**config.mk**
```make
export PLATFORM = sky130hd
export DESIGN_NAME = ima_adpcm_subframe_decoder
export DESIGN_NICKNAME = d
export VERILOG_FILES = /design/src/design/imad_pkg.sv /design/src/design/imad_seq.sv /design/src/design/imad_core.sv /design/src/design/ima_adpcm_subframe_decoder.sv
export VERILOG_INCLUDE_DIRS = /design/src /design/src/design
export SDC_FILE = /design/constraint.sdc
export NUM_CORES = 1
export LEC_CHECK = 0
export ABC_AREA = 1
export BUFFER_PORTS_ARGS = -buffer_cell sky130_fd_sc_hd__buf_2
export CELL_PAD_IN_SITES_DETAIL_PLACEMENT = 0
export CELL_PAD_IN_SITES_GLOBAL_PLACEMENT = 1
export CORE_MARGIN = 2
export CORE_UTILIZATION = 25
export DETAILED_ROUTE_END_ITERATION = 7
export PLACE_DENSITY = 0.57
export SLEW_MARGIN = 15
export SYNTH_ARGS = -nofsm -noshare
export SYNTH_HDL_FRONTEND = slang
export SYNTH_HIERARCHICAL = 1
export SYNTH_SLANG_ARGS = --single-unit
```
**constraint.sdc**
```tcl
create_clock -name i_clk -period 12.2 [get_ports i_clk]
set_input_delay 1.22 -clock i_clk [delete_from_list [all_inputs] [get_ports i_clk]]
set_output_delay 1.22 -clock i_clk [all_outputs]
set_load 0.05 [all_outputs]
```
**src/design/assert_macros.svh**
```systemverilog
// Assertion macros used by the decoder core.
`ifndef ASSERT_MACROS_SVH
`define ASSERT_MACROS_SVH
`ifndef SYNTHESIS
// Property must hold at every clock edge outside reset.
`define IMAD_ASSERT(label, clk, rst_n, prop) \
    label: assert property (@(posedge clk) disable iff (!rst_n) prop) \
        else $error("imad assertion failed");
// Expression must never be true outside reset.
`define IMAD_NEVER(label, clk, rst_n, expr) \
    label: assert property (@(posedge clk) disable iff (!rst_n) !(expr)) \
        else $error("imad forbidden condition");
`else
`define IMAD_ASSERT(label, clk, rst_n, prop)
`define IMAD_NEVER(label, clk, rst_n, expr)
`endif
`endif

```
**src/design/imad_pkg.sv**
```systemverilog
// Types, constants and tables shared by the IMA ADPCM subframe decoder.
`timescale 1ns / 1ps
package imad_pkg;

    // Highest legal step index
    localparam logic [6:0] IDX_MAX = 7'd88;

    // Register word index of channel_count
    localparam logic REG_CHANNEL_COUNT = 1'b0;

    // Role of a byte within its part
    typedef enum logic [2:0] {
        K_HDR0,
        K_HDR1,
        K_HDR2,
        K_LOAD,
        K_DATA
    } t_kind;

    // One classified byte handed from the position tracker to the core
    typedef struct packed {
        t_kind      kind;
        logic       ch;
        logic [7:0] data;
    } t_item;

    // IMA ADPCM step size table
    function automatic logic [14:0] step_size(input logic [6:0] idx);
        logic [14:0] s;
        unique case (idx)
            7'd0:  s = 15'd7;     7'd1:  s = 15'd8;     7'd2:  s = 15'd9;
            7'd3:  s = 15'd10;    7'd4:  s = 15'd11;    7'd5:  s = 15'd12;
            7'd6:  s = 15'd13;    7'd7:  s = 15'd14;    7'd8:  s = 15'd16;
            7'd9:  s = 15'd17;    7'd10: s = 15'd19;    7'd11: s = 15'd21;
            7'd12: s = 15'd23;    7'd13: s = 15'd25;    7'd14: s = 15'd28;
            7'd15: s = 15'd31;    7'd16: s = 15'd34;    7'd17: s = 15'd37;
            7'd18: s = 15'd41;    7'd19: s = 15'd45;    7'd20: s = 15'd50;
            7'd21: s = 15'd55;    7'd22: s = 15'd60;    7'd23: s = 15'd66;
            7'd24: s = 15'd73;    7'd25: s = 15'd80;    7'd26: s = 15'd88;
            7'd27: s = 15'd97;    7'd28: s = 15'd107;   7'd29: s = 15'd118;
            7'd30: s = 15'd130;   7'd31: s = 15'd143;   7'd32: s = 15'd157;
            7'd33: s = 15'd173;   7'd34: s = 15'd190;   7'd35: s = 15'd209;
            7'd36: s = 15'd230;   7'd37: s = 15'd253;   7'd38: s = 15'd279;
            7'd39: s = 15'd307;   7'd40: s = 15'd337;   7'd41: s = 15'd371;
            7'd42: s = 15'd408;   7'd43: s = 15'd449;   7'd44: s = 15'd494;
            7'd45: s = 15'd544;   7'd46: s = 15'd598;   7'd47: s = 15'd658;
            7'd48: s = 15'd724;   7'd49: s = 15'd796;   7'd50: s = 15'd876;
            7'd51: s = 15'd963;   7'd52: s = 15'd1060;  7'd53: s = 15'd1166;
            7'd54: s = 15'd1282;  7'd55: s = 15'd1411;  7'd56: s = 15'd1552;
            7'd57: s = 15'd1707;  7'd58: s = 15'd1878;  7'd59: s = 15'd2066;
            7'd60: s = 15'd2272;  7'd61: s = 15'd2499;  7'd62: s = 15'd2749;
            7'd63: s = 15'd3024;  7'd64: s = 15'd3327;  7'd65: s = 15'd3660;
            7'd66: s = 15'd4026;  7'd67: s = 15'd4428;  7'd68: s = 15'd4871;
            7'd69: s = 15'd5358;  7'd70: s = 15'd5894;  7'd71: s = 15'd6484;
            7'd72: s = 15'd7132;  7'd73: s = 15'd7845;  7'd74: s = 15'd8630;
            7'd75: s = 15'd9493;  7'd76: s = 15'd10442; 7'd77: s = 15'd11487;
            7'd78: s = 15'd12635; 7'd79: s = 15'd13899; 7'd80: s = 15'd15289;
            7'd81: s = 15'd16818; 7'd82: s = 15'd18500; 7'd83: s = 15'd20350;
            7'd84: s = 15'd22385; 7'd85: s = 15'd24623; 7'd86: s = 15'd27086;
            7'd87: s = 15'd29794;
            default: s = 15'd32767;
        endcase
        return s;
    endfunction

    // Step index adjustment for the magnitude bits of a nibble
    function automatic logic signed [4:0] idx_adj(input logic [2:0] mag);
        logic signed [4:0] a;
        unique case (mag)
            3'd4:    a = 5'sd2;
            3'd5:    a = 5'sd4;
            3'd6:    a = 5'sd6;
            3'd7:    a = 5'sd8;
            default: a = -5'sd1;
        endcase
        return a;
    endfunction

endpackage

```
**src/design/imad_seq.sv**
```systemverilog
// Subframe position tracker: classifies each accepted byte by part and offset.
`timescale 1ns / 1ps
module imad_seq
    import imad_pkg::*;
#(
    parameter int SUBFRAME_SAMPLES = 256,
    parameter int MAX_CHANNELS     = 2
) (
    input  logic       i_clk,
    input  logic       i_rst_n,
    input  logic       i_accept,
    input  logic [7:0] i_data_byte,
    input  logic       i_packet_start,
    input  logic [1:0] i_channels,
    output t_item      o_item
);

    localparam int PART_BYTES = 4 + SUBFRAME_SAMPLES / 2;
    localparam int FULL_BYTES = MAX_CHANNELS * PART_BYTES;
    localparam int POS_W      = $clog2(FULL_BYTES + 1);
    localparam int OFF_W      = $clog2(PART_BYTES + 1);

    localparam logic [POS_W-1:0] LIM_ONE  = POS_W'(PART_BYTES);
    localparam logic [POS_W-1:0] LIM_FULL = POS_W'(FULL_BYTES);

    logic [POS_W-1:0] r_pos, n_pos;
    logic [POS_W-1:0] limit, pos0, pos_inc, pos_rel;
    logic             part_ch;
    logic [OFF_W-1:0] off;

    // Locate the byte: restart on packet start or when past the subframe
    always_comb begin
        limit = i_channels[1] ? LIM_FULL : LIM_ONE;
        pos0  = i_packet_start ? '0 : r_pos;
        if (pos0 >= limit) begin
            pos0 = '0;
        end
        part_ch = (MAX_CHANNELS > 1) && (pos0 >= LIM_ONE);
        pos_rel = part_ch ? (pos0 - LIM_ONE) : pos0;
        off     = pos_rel[OFF_W-1:0];
        pos_inc = pos0 + 1'b1;
        n_pos   = (pos_inc >= limit) ? '0 : pos_inc;
    end

    // Classify by offset within the part
    always_comb begin
        o_item.ch   = part_ch;
        o_item.data = i_data_byte;
        priority if (off == OFF_W'(0)) begin
            o_item.kind = K_HDR0;
        end else if (off == OFF_W'(1)) begin
            o_item.kind = K_HDR1;
        end else if (off == OFF_W'(2)) begin
            o_item.kind = K_HDR2;
        end else if (off == OFF_W'(3)) begin
            o_item.kind = K_LOAD;
        end else begin
            o_item.kind = K_DATA;
        end
    end

    // Advance position on every accepted item
    always_ff @(posedge i_clk) begin
        if (!i_rst_n) begin
            r_pos <= '0;
        end else if (i_accept) begin
            r_pos <= n_pos;
        end
    end

endmodule

```
**src/design/imad_core.sv**
```systemverilog
// Decode core: item register, channel state, nibble decoder and result register.
`timescale 1ns / 1ps
`include "assert_macros.svh"
module imad_core
    import imad_pkg::*;
#(
    parameter int MAX_CHANNELS = 2
) (
    input  logic               i_clk,
    input  logic               i_rst_n,
    input  logic               i_accept,
    input  t_item              i_item,
    output logic               o_busy,
    output logic               o_valid,
    input  logic               i_stall,
    output logic signed [15:0] o_sample,
    output logic               o_channel,
    output logic               o_last
);

    t_item              r_item;
    logic               r_v;
    logic               r_phase;
    logic [23:0]        r_hh;
    logic signed [15:0] r_pred [MAX_CHANNELS];
    logic [6:0]         r_idx  [MAX_CHANNELS];
    logic               r_o_valid;
    logic signed [15:0] r_o_sample;
    logic               r_o_channel;
    logic               r_o_last;

    logic               is_data, out_free, step_fire, done, hi_sel;
    logic [3:0]         nib;
    logic signed [15:0] pred_sel;
    logic [6:0]         idx_sel;
    logic [14:0]        step;
    logic [18:0]        prod;
    logic signed [17:0] p_sum;
    logic signed [15:0] p_new;
    logic signed [7:0]  ni_sum;
    logic [6:0]         ni_new;
    logic signed [15:0] hdr_idx;
    logic [6:0]         load_idx;
    logic signed [15:0] load_pred;

    // Handshake on the item register
    assign is_data   = r_item.kind == K_DATA;
    assign out_free  = !r_o_valid || !i_stall;
    assign step_fire = r_v && is_data && out_free;
    assign done      = r_v && (!is_data || (r_phase && out_free));
    assign o_busy    = r_v && !done;
    assign hi_sel    = (MAX_CHANNELS > 1) && r_item.ch;

    // Select the channel state
    assign pred_sel = hi_sel ? r_pred[MAX_CHANNELS-1] : r_pred[0];
    assign idx_sel  = hi_sel ? r_idx[MAX_CHANNELS-1]  : r_idx[0];

    // Decode one nibble: low first, then high
    always_comb begin
        nib    = r_phase ? r_item.data[7:4] : r_item.data[3:0];
        step   = step_size(idx_sel);
        prod   = 19'(step) * 19'({nib[2:0], 1'b1});
        p_sum  = nib[3] ? (18'(pred_sel) - $signed({2'b00, prod[18:3]}))
                        : (18'(pred_sel) + $signed({2'b00, prod[18:3]}));
        if (p_sum > 18'sd32767) begin
            p_new = 16'sh7FFF;
        end else if (p_sum < -18'sd32768) begin
            p_new = -16'sh8000;
        end else begin
            p_new = p_sum[15:0];
        end
        ni_sum = $signed({1'b0, idx_sel}) + 8'(idx_adj(nib[2:0]));
        if (ni_sum < 8'sd0) begin
            ni_new = '0;
        end else if (ni_sum > $signed({1'b0, IDX_MAX})) begin
            ni_new = IDX_MAX;
        end else begin
            ni_new = ni_sum[6:0];
        end
    end

    // Header word: clamp the step index, assemble the predictor
    always_comb begin
        hdr_idx   = r_hh[15:0];
        load_pred = {r_item.data, r_hh[23:16]};
        if (hdr_idx[15]) begin
            load_idx = '0;
        end else if (hdr_idx > $signed({9'd0, IDX_MAX})) begin
            load_idx = IDX_MAX;
        end else begin
            load_idx = hdr_idx[6:0];
        end
    end

    // Item register and nibble phase
    always_ff @(posedge i_clk) begin
        if (!i_rst_n) begin
            r_v     <= 1'b0;
            r_phase <= 1'b0;
        end else if (i_accept) begin
            r_v     <= 1'b1;
            r_phase <= 1'b0;
        end else if (done) begin
            r_v     <= 1'b0;
            r_phase <= 1'b0;
        end else if (step_fire) begin
            r_phase <= 1'b1;
        end
    end

    always_ff @(posedge i_clk) begin
        if (i_accept) begin
            r_item <= i_item;
        end
    end

    // Hold the first three header bytes
    always_ff @(posedge i_clk) begin
        if (r_v && r_item.kind == K_HDR0) begin
            r_hh[7:0] <= r_item.data;
        end
        if (r_v && r_item.kind == K_HDR1) begin
            r_hh[15:8] <= r_item.data;
        end
        if (r_v && r_item.kind == K_HDR2) begin
            r_hh[23:16] <= r_item.data;
        end
    end

    // Per-channel predictor and step index
    always_ff @(posedge i_clk) begin
        for (int g = 0; g < MAX_CHANNELS; g++) begin
            if (!i_rst_n) begin
                r_pred[g] <= '0;
                r_idx[g]  <= '0;
            end else if ((MAX_CHANNELS == 1) || (r_item.ch == 1'(g))) begin
                if (step_fire) begin
                    r_pred[g] <= p_new;
                    r_idx[g]  <= ni_new;
                end else if (r_v && r_item.kind == K_LOAD) begin
                    r_pred[g] <= load_pred;
                    r_idx[g]  <= load_idx;
                end
            end
        end
    end

    // Result register
    always_ff @(posedge i_clk) begin
        if (!i_rst_n) begin
            r_o_valid <= 1'b0;
        end else if (step_fire) begin
            r_o_valid <= 1'b1;
        end else if (!i_stall) begin
            r_o_valid <= 1'b0;
        end
    end

    always_ff @(posedge i_clk) begin
        if (step_fire) begin
            r_o_sample  <= p_new;
            r_o_channel <= hi_sel;
            r_o_last    <= r_phase;
        end
    end

    assign o_valid   = r_o_valid;
    assign o_sample  = r_o_sample;
    assign o_channel = r_o_channel;
    assign o_last    = r_o_last;

    // Checks
    `IMAD_ASSERT(a_phase_on_data, i_clk, i_rst_n, r_phase |-> (r_v && is_data))
    `IMAD_ASSERT(a_low_then_high, i_clk, i_rst_n, (step_fire && !r_phase) |=> (r_v && r_phase))
    `IMAD_ASSERT(a_data_ends_high, i_clk, i_rst_n, (done && is_data) |-> r_phase)
    `IMAD_NEVER(a_idx_range0, i_clk, i_rst_n, r_idx[0] > IDX_MAX)
    `IMAD_NEVER(a_idx_rangeN, i_clk, i_rst_n, r_idx[MAX_CHANNELS-1] > IDX_MAX)

endmodule

```
**src/design/ima_adpcm_subframe_decoder.sv**
```systemverilog
// Top level of the IMA ADPCM subframe decoder with its register port.
// Header byte: no result. Data byte: one sample per nibble, low first, from the single
// nibble decoder feeding one result register. A new byte waits for the high nibble.
// The low-nibble sample passes the item register, then the result register.
// Sustained rate: one sample per cycle while i_stall is low.
// Synchronous reset clears position, predictors, step indices; channel_count goes to 1.
`timescale 1ns / 1ps
module ima_adpcm_subframe_decoder
    import imad_pkg::*;
#(
    parameter int SUBFRAME_SAMPLES = 256,
    parameter int MAX_CHANNELS     = 2
) (
    input  logic               i_clk,
    input  logic               i_rst_n,
    input  logic               i_valid,
    output logic               o_stall,
    input  logic [7:0]         i_data_byte,
    input  logic               i_packet_start,
    output logic               o_valid,
    input  logic               i_stall,
    output logic signed [15:0] o_sample,
    output logic               o_channel,
    output logic               o_last,
    input  logic               psel,
    input  logic               penable,
    input  logic               pwrite,
    input  logic [2:0]         paddr,
    input  logic [31:0]        pwdata,
    output logic [31:0]        prdata,
    output logic               pready
);

    localparam logic [1:0] MAX_CH = 2'(MAX_CHANNELS);

    logic [1:0] r_channel_count;
    logic [1:0] ch_eff;
    logic       accept, core_busy;
    t_item      item;

    // Register port: always ready, one register at word 0
    assign pready = 1'b1;
    assign prdata = (paddr[2] == REG_CHANNEL_COUNT) ? {30'd0, r_channel_count} : 32'd0;

    always_ff @(posedge i_clk) begin
        if (!i_rst_n) begin
            r_channel_count <= 2'd1;
        end else if (psel && penable && pwrite && pready
                     && paddr[2] == REG_CHANNEL_COUNT) begin
            r_channel_count <= pwdata[1:0];
        end
    end

    // Clamp channel count into 1..MAX_CHANNELS
    always_comb begin
        priority if (r_channel_count == 2'd0) begin
            ch_eff = 2'd1;
        end else if (r_channel_count > MAX_CH) begin
            ch_eff = MAX_CH;
        end else begin
            ch_eff = r_channel_count;
        end
    end

    assign o_stall = core_busy;
    assign accept  = i_valid && !core_busy;

    imad_seq #(
        .SUBFRAME_SAMPLES (SUBFRAME_SAMPLES),
        .MAX_CHANNELS     (MAX_CHANNELS)
    ) u_seq (
        .i_clk          (i_clk),
        .i_rst_n        (i_rst_n),
        .i_accept       (accept),
        .i_data_byte    (i_data_byte),
        .i_packet_start (i_packet_start),
        .i_channels     (ch_eff),
        .o_item         (item)
    );

    imad_core #(
        .MAX_CHANNELS (MAX_CHANNELS)
    ) u_core (
        .i_clk     (i_clk),
        .i_rst_n   (i_rst_n),
        .i_accept  (accept),
        .i_item    (item),
        .o_busy    (core_busy),
        .o_valid   (o_valid),
        .i_stall   (i_stall),
        .o_sample  (o_sample),
        .o_channel (o_channel),
        .o_last    (o_last)
    );

endmodule
```
==> impl_metrics.csv <==
group,metric,value,unit
clocking,cts-root-to-sink-buffers,2,
drt,remaining_drc_errors,0,
clocking,cts_setup_buffers,0,
sta,timing_worst_slew_pin_value,1.12,ns
sta,fmax,99.2,MHz
synth,synth_simple_gate_area_share,0.299,
cells_and_area,final_layout_size_suffix_gt1_frac,0.126,
setup_path,setup.worst_path.start_class,"flip-flop",
drt,drt_first_iter_violations,650,
synth,synth_area_leaders,"sky130_fd_sc_hd__edfxtp_1 26%, sky130_fd_sc_hd__nand2_1 11%, sky130_fd_sc_hd__ha_1 8.1%",
synth,synth_largest_area_cell,"sky130_fd_sc_hd__edfxtp_1",
clocking,cts_sinks,114,
synth,compound_gate_portion_of_the_synthesized_area,0.114,
clocking,tritoncts,"built",
synth,synthesis.instances,1569,
grt,grt_start_max_net_pins,34,
synth,synth.yosys.seq_area_share,0.287,
floorplan,fp.dieW,218,um
sta,final-hold-violation-count,0,
setup_path,worstSetupEndpointType,"flip-flop",
clocking,hold_buffers,0,
synth,synth_common_cells,"343 x sky130_fd_sc_hd__nand2_1, 237 x sky130_fd_sc_hd__inv_1, 167 x sky130_fd_sc_hd__nor2_1",
floorplan,die_height,218,um
cells_and_area,synthToLayoutAreaGrowth,10.5,%
grt,vias_in_the_first_global_route,10000,
placement,io_buffers,40,
sta,min_period,10.08,ns
sta,report.final.slew_viol_count,0,
clocking,cts.repair.resized,0,
setup_path,timing.critical_path.slowest_cell_delay,0.65,ns
drt,via_count,10000,
drt,first_pass_iters,5,
grt,first_pass_grt_wire_length,54100,um
synth,synth_top_family_by_area,"simple AND/OR/NAND/NOR gates",
synth,synth-adder-area-share,0.130,
cells_and_area,multi_input_comb_area,6810,sq um
sta,slew-limit-headroom,0.245,
placement,place_hpwl,25300,um
run,maxCapViolCount,0,
setup_path,cpMostUsedCell,"sky130_fd_sc_hd__nand2_1",
power_and_ir_drop,max-vdd-ir-drop,133,uV
synth,yosys_warn_count,6,
synth,netlist_area,11400,sq um
placement,area_of_placed_instances,12100,sq um
power_and_ir_drop,power.density,198,nW/um^2
clocking,root_buffer_cell,"sky130_fd_sc_hd__clkbuf_16",
synth,synth_cell_type_count,61,
clocking,cts_inserted_buffers,17,
setup_path,crit_fanout,33,
floorplan,initial_core_util,0.253,
synth,synth_top_area_frac,0.263,
floorplan,floorplan.io_pins,104,
sta,fin_skew,0.0104,ns
drt,postRouteAntennaNets,0,
clocking,clk_pin_slew_worst_paths,0.06,ns
cells_and_area,n_fill_cell,4995,
grt,groute.usage.overall,0.143,
synth,syn_area_per_cell,7.28,sq um
sta,grt_setup_unrepaired,"false",
worst_hold_path,worst_hold_path_type,"reg2reg",
synth,async_reset_ff_frac,0,
setup_path,arrival,10.24,ns
floorplan,num_rows,78,
setup_path,worst_ep_required_time,12.36,ns
synth,synth_mux_area_frac,0.000876,
drt,wire_per_inst,15.1,um
grt,most_used_routing_layer,"met2",
sta,setup_viol,0,
clocking,cts_htree_levels,4,
synth,post_synth_xor_area_fraction,0.0397,
drt,wl,33200,um
drt,vias_per_cell,4.56,
placement,place_congestion,0.874,
grt,grt_util_met1,0.200,
cells_and_area,num_antenna_cells,0,
synth,synth_flop_cell,"sky130_fd_sc_hd__edfxtp_1",
sta,min_period_over_period,0.827,
run_status,run_status,"complete, no violations",
synth,postSynthRegisterBits,114,
floorplan,design.die.area,47400,sq um
grt,grt_antenna_before_repair,0,
grt,global_route.usage.met3,0.00921,
cells_and_area,post-route-cell-area,12600,sq um
grt,globalRoute.totalOverflow,0,
floorplan,fp.coreArea,45200,sq um
cells_and_area,num-nets-final,1741,
sta,tns,0,ns
synth,synth-edff-count,100,
grt,grt.met2_usage,0.237,
clocking,clock_latency,0.41,ns
setup_path,cell_with_the_biggest_individual_delay_on_the_critical_path,"sky130_fd_sc_hd__a2111oi_0",
cells_and_area,layout.core_utilization,0.279,
synth,synth.most_common_cell,"sky130_fd_sc_hd__nand2_1",
power_and_ir_drop,leakagePower,6.13,nW
setup_path,worst-setup-path-type,"reg2reg",
cells_and_area,final-seq-area,3280,sq um
cell usage in the layout, fill, tap and decap left out, drive strengths merged, types with 17 or more instances in the layout:
cell type	n
a21oi	90
buf	48
clkbuf	17
conb	31
edfxtp	100
fa	28
ha	74
inv	250
nand2	414
nand3	98
nor2	184
nor3	21
o21ai	72
xor2	42
path summary, 6_finish.rpt:
check / slack [ns] / depth (start not counted) / to / from
setup reg to reg: 2.12 / 45 / u_core/r_pred[0][9] / u_core/hi_sel
setup / recovery: 2.12 / 45 / u_core/r_pred[0][9] / u_core/hi_sel
hold reg to reg: 0.47 / 2 / u_seq/r_pos[3] / u_seq/r_pos[3]
hold / removal: 0.47 / 2 / u_seq/r_pos[3] / u_seq/r_pos[3]
layout make-up:
class	count	share of cell area
clock buffer	17	0.0337
clock inverter	15	0.0107
inverter	254	0.0757
multi-input combinational	1153	0.540
sequential	114	0.260
tap	600	0.0595
timing repair buffer	48	0.0206
cells by family (layout without fill, tap and decap cells):
| kind of cell | Yosys count | in the layout |
|---|---|---|
| and+or+nand+nor | 746 | 746 |
| muxes | 1 | 1 |
| buffers and inverters | 331 | 334 |
| other | 2 | 31 |
| DFF | 114 | 114 |
| AOI/OAI and AO/OA | 223 | 223 |
| xor gates and xnor gates | 50 | 50 |
| adders and majority gates | 102 | 102 |
sequential cells by signal, summed over array words and instances (netlist names):
name and count:
u_core/r_pred 32, u_core/r_phase 1, u_seq/r_pos 9, u_core/o_valid 1, u_core/load_pred 8, u_core/r_idx 14, u_core/r_v 1, u_core/r_item 3
u_core/o_sample 16, u_core/hi_sel 1, r_channel_count 2, u_core/r_hh 24, u_core/o_channel 1, u_core/o_last 1
per-layer routing:
| metal | part of all wire | vias up |
|---|---|---|
| met5 | 0 | - |
| met4 | 0.015 | 0 |
| met3 | 0.025 | 36 |
| met2 | 0.46 | 189 |
| met1 | 0.50 | 4770 |
| li1 | - | 5038 |
worst max-delay path: cells and delay by family, from the launching register on:
kind / cells / cell delay, ns
flops: 1 / 0.35
compound gates: 8 / 2.14
fa+ha+maj: 5 / 2.00
simple gates: 24 / 3.71
xor+xnor: 1 / 0.15
buf+inv: 7 / 1.42
power by group:
part	leakage, nW	internal (mW)	switching, mW
logic	4.77	0.500	1.05
clock network	0.264	0.281	0.189
registers	1.09	0.469	0.00912
total	6.13	1.25	1.25
per-stage QoR:
| step | setup WS [ns] | std cells | power (mW) | hold WS (ns) |
|---|---|---|---|---|
| 6_report | 2.12 | 2201 | 2.50 | 0.467 |
| 5_1_grt | 1.20 | 2201 | 2.73 | 0.493 |
| 4_1_cts | 2.04 | 2201 | 2.52 | 0.470 |
| 3_5_place_dp | 2.12 | 2169 | 2.03 | 0.461 |
| 3_3_place_gp | 2.11 | 2169 | 2.05 | 0.456 |
| 2_1_floorplan | 4.68 | 1598 | 1.67 | 0.429 |
Power figures use the tool's default switching activity.
